--- config.mk ---
export PLATFORM = sky130hd
export DESIGN_NAME = scsa_ram
export DESIGN_NICKNAME = d
export VERILOG_FILES = /design/src/hdl/size_class_slab_allocator_macros.svh /design/src/hdl/scsa_ram.sv
export SDC_FILE = /design/constraint.sdc
export NUM_CORES = 2
export LEC_CHECK = 0
export ABC_AREA = 1
export BUFFER_PORTS_ARGS = -buffer_cell sky130_fd_sc_hd__buf_4
export CAP_MARGIN = 0
export CORE_MARGIN = 5
export CORE_UTILIZATION = 45
export CTS_CLUSTER_SIZE = 25
export DETAILED_ROUTE_END_ITERATION = 8
export SYNTH_ARGS = -nofsm -noshare
export SYNTH_HDL_FRONTEND = slang
export SYNTH_SLANG_ARGS = --single-unit
--- constraint.sdc ---
create_clock -name clk -period 3.3 [get_ports clk]
set_input_delay 0.165 -clock clk [delete_from_list [all_inputs] [get_ports clk]]
set_output_delay 0.165 -clock clk [all_outputs]
set_load 0.02 [all_outputs]
--- src/hdl/size_class_slab_allocator_macros.svh ---
// Assertion macros for the size-class slab allocator.
// Depends on nothing; included by the top level.
`ifndef SIZE_CLASS_SLAB_ALLOCATOR_MACROS_SVH
`define SIZE_CLASS_SLAB_ALLOCATOR_MACROS_SVH

// Check cons in the same cycle as ante.
`define SCSA_ASSERT_NOW(label, clk, rst_n, ante, cons, msg) \
    label: assert property (@(posedge clk) disable iff (!rst_n) (ante) |-> (cons)) \
        else $error(msg);

// Check cons in the cycle after ante.
`define SCSA_ASSERT_NEXT(label, clk, rst_n, ante, cons, msg) \
    label: assert property (@(posedge clk) disable iff (!rst_n) (ante) |=> (cons)) \
        else $error(msg);

`endif

--- src/hdl/scsa_ram.sv ---
// Generic single-write, single-read synchronous RAM with registered read.
// Depends on nothing.
module scsa_ram #(
    parameter int unsigned WIDTH = 8,
    parameter int unsigned DEPTH = 256
) (
    input  logic                     clk,
    input  logic                     we,
    input  logic [$clog2(DEPTH)-1:0] waddr,
    input  logic [WIDTH-1:0]         wdata,
    input  logic                     re,
    input  logic [$clog2(DEPTH)-1:0] raddr,
    output logic [WIDTH-1:0]         rdata
);

    logic [WIDTH-1:0] mem [DEPTH];
    logic [WIDTH-1:0] rdata_reg;

    always_ff @(posedge clk)
    begin
        if (we)
        begin
            mem[waddr] <= wdata;
        end
        if (re)
        begin
            rdata_reg <= mem[raddr];
        end
    end

    assign rdata = rdata_reg;

endmodule

# [Word-level counts from Yosys, hierarchy flattened]
# Memory sizes are Yosys's and may differ from the RTL's. A register that Yosys moved wholly into a read port is not among the register bits.
# Index checks and enable logic that the tools add are counted.
[totals] ff_bits=0 latchBits=0 ramBits=2048 romBits=0 input_bits=27 output_inout_bits=8 elab_cells=3 n_memories=1
[op_classes] add_sub_neg=0 n_mul=0 div=0 n_lt_le_gt_ge=0 n_eq_ne=0 shifts=0 mux=2 bitwise=0 n_reduce_logical=0
[memory_table] name="mem" words=256 word_bits=8 rd=1 rd_clocked_by_memory_dff=1 wr=1 line_no="scsa_ram.sv:16" text="logic [WIDTH-1:0] mem [DEPTH];"
[ops] op="$mux W1" n=2

# [Depth between registers and ports, before layout]
[logic_depth] word_depth=2 depth_mapped=15 depth_no_buf=11

# [Worst setup path before layout]
# Ideal clock, no wire load.
[synth_timing] kind="input-to-reg" startpoint="input port we" endpoint="memory mem[162][0] (enable)" setup_time_ns=0.370 arrival_time_ns=1.286 t_required_ns=2.930 path_slack_ns=1.644 cell_stages=4 path_buffers=2 path_cell_list="clkbuf_1 nand3_1 clkbuf_1 nor2_1"
[synth_between] elab_chain_len=2
[synth_rtl] item="start, declared" line_no="scsa_ram.sv:8" text="input logic we,"
[synth_rtl] item="$mux W1" line_no="scsa_ram.sv:21" text="if (we)"
[synth_rtl] item="$mux W1 (not written as such)" line_no="scsa_ram.sv:23" text="mem[waddr] <= wdata;"
[synth_rtl] item="end, declared" line_no="scsa_ram.sv:16"
# No other way between the ends.

==> flow_summary.toml <==
[status]
status = "complete, no violations"

[global_route]
grt.overflow.total = 0
antenna_found_initial = 5
grt_pass1_vias = 52830
track_usage = 0.2408
grt_max_degree = 133
grt_pass1_wl_mm = 349.7

[setup_path]
cp_max_fo = 64
path_cells = "buf_8 -> clkinv_16 -> buf_12 -> buf_12 -> nand2_1 -> nand3_1 -> nand3_1 -> nand3_1 -> nand3_1 -> nand3_1 -> nand3_2 -> nand2_1 -> nand2_1 -> dlygate4sd3_1 -> nand2_1 -> dlygate4sd3_1"
cpMostUsedCell = "nand3_1"
critPathSlowestCell = "dlygate4sd3_1"
max_stage_delay_ns = 0.55
crit_path_start_kind = "input port"
cp_top_family = "buffers and inverters"
critPathKind = "input port to flop"
crit_path_end_kind = "flop"
worstPathRequired_ns = 3.89
crit_buf_inv = 6
worstPathArrival_ns = 3.81

[logic_synthesis]
synthTopCellsByArea = "edfxtp_1 (74%), nand3_1 (12%), nand2_1 (9.5%), buf_2 (1.6%), nor2_1 (1.3%)"
ys_seq_area_frac = 0.7396
yosysTopAreaCellShare = 0.7396
synth-compound-area-share = 0
synth_mux_area_frac = 0
yosys.area.top_type = "edfxtp_1"
synth_cell_types = 13
syn_inst = 7003
yosysWarnings = 0
ys_ff_latch = 2056
synth-simple-area-share = 0.2292
synthXorXnorAreaFrac = 0
synth_area_per_cell_um2 = 11.92
synth_adder_area_share = 0
syn_nets = 7030
synth_top_family_by_area = "simple AND/OR/NAND/NOR gates"
syn-cell-area_um2 = 83480

[layout]
largest_reg_flops = 2048
nNetsFinal = 7188
n_fill_cell = 15970
final_cell_mix = "nand2_1 (2116), edfxtp_1 (2056), nand3_1 (2018)"
postLayoutCellArea_um2 = 95090
fin_cells = 9812
fin_util = 0.5139
area_growth_pct = 13.91
drive_gt1_frac = 0.09739
layout_commonest_cell = "nand2_1"

[sta]
final_max_slew_viol_count = 0
skew_ns = 0.04529
finalSetupTns_ns = 0
setup_viol = 0
max_freq_mhz = 310.2
fin_crit_ns = 3.223
period_share = 0.9768
grt_setup_unrepaired = "false"
slew_headroom = 0.2285
final_hold_viol_count = 0
worst_pin_slew_ns = 1.153

[run]
drv_cap = 0

[pwr]
p_per_area_nw_per_um2 = 583.5
peakVddDrop_uv = 487.8
p_leak_nw = 33.32

[die]
fp.dieW_um = 440.7
die_height_um = 440.7
ios = 35
std_cell_rows = 158
initial_utilization = 0.4511
die-area_um2 = 194200
core-area_um2 = 185000

[hold_path]
hold_path_class = "input port to flop"

[clock_network]
cts.clk_slew.worst_paths_ns = 0.06
tritoncts = "done"
clock_sinks = 2056
htreeDepth = 4
root_buffer = "clkbuf_16"
clock_path_buffers = 3
clk-insertion-delay-late_ns = 0.84
cts_made_buffers = 208

[place]
dp_hpwl_mm = 137.4
dp_cells = 9415
placed_area_um2 = 88220
gp_congestion = 0.9518
io_buffers = 34

[drt]
finalWirelength_mm = 236.3
wire_per_inst_um = 24.08
drc = 0
detail_route.vias_per_cell = 5.637
ant_nets = 0
vias = 55310
dr.pass1.iters = 8
drt-initial-drc-count = 6479
## cell type report
type / instances / area [µm²] / share of cell area
tap: 2480 / 3103 / 0.03263
timing repair buffer: 430 / 4190 / 0.04407
clock buffer: 257 / 5453 / 0.05734
timing repair inverter: 1 / 11.26 / 0.0001184
clock inverter: 123 / 1241 / 0.01305
antenna: 1 / 2.502 / 0.00002632
sequential: 2056 / 61740 / 0.6493
multi-input combinational: 4425 / 19160 / 0.2015
inverter: 39 / 190.2 / 0.002000
## what timing repair did
action	4_1_cts	5_1_grt
endpoints found under the setup margin	0	1
hold endpoints to repair	622	0
hold buffers	15	0
setup buffers	0	0
gates resized for setup	0	2
## metal layers
metal | part of all wire | global-route usage | wire, µm
met3 | 0.082 | 0.03937 | 19300
met1 | 0.41 | 0.3410 | 97460
met5 | 0 | 0 | 0
met4 | 0.036 | 0.08351 | 8516
met2 | 0.47 | 0.3805 | 111000
## metrics by stage
step / power (mW) / worst slack [ns] / hold WS (ns)
floorplan: 31.16 / 1.644 / 0.2639
global placement: 32.77 / 0.1150 / 0.5670
detailed placement: 32.80 / 0.1232 / 0.5664
CTS: 55.80 / 0.09477 / 0.02512
global route: 57.19 / 0.02289 / 0.07818
finish: 55.48 / 0.07651 / 0.09771
## tightest hold or removal path, delay by kind of cell
kind                   cells  cell delay (ns)
buffers and inverters      3             0.34
AND/OR/NAND/NOR            3             0.26
## cells in the mapped netlist (all sizes together)
| library cell | instances |
|---|---|
| nand2 | 2123 |
| inv | 39 |
| nand3 | 2019 |
| buf | 371 |
| nor2 | 283 |
| edfxtp | 2056 |
| clkbuf | 112 |
## cells by family (layout without fill, tap and decap cells)
family	after synthesis	after routing
buf+inv	522	850
flops	2056	2056
other cells	0	1
simple gates	4425	4425
## path summary, 6_finish.rpt
path                    start     endpoint  slack, ns  cells past startpoint
hold reg to reg   mem[208][3]     rdata[3]       1.07                     10
hold / removal       waddr[3]  mem[196][5]        0.1                      6
setup / recovery     raddr[0]     rdata[0]       0.08                     16
setup reg to reg  mem[191][0]     rdata[0]       0.24                     12
## report_power, final
group / total, mW / internal [mW] / leakage [nW] / switching, mW
registers: 28.8 / 28.8 / 18.5 / 0.0391
logic: 3.46 / 0.893 / 11.6 / 2.57
clock network: 23.2 / 13.2 / 3.24 / 9.98
Power figures use the tool's default switching activity.
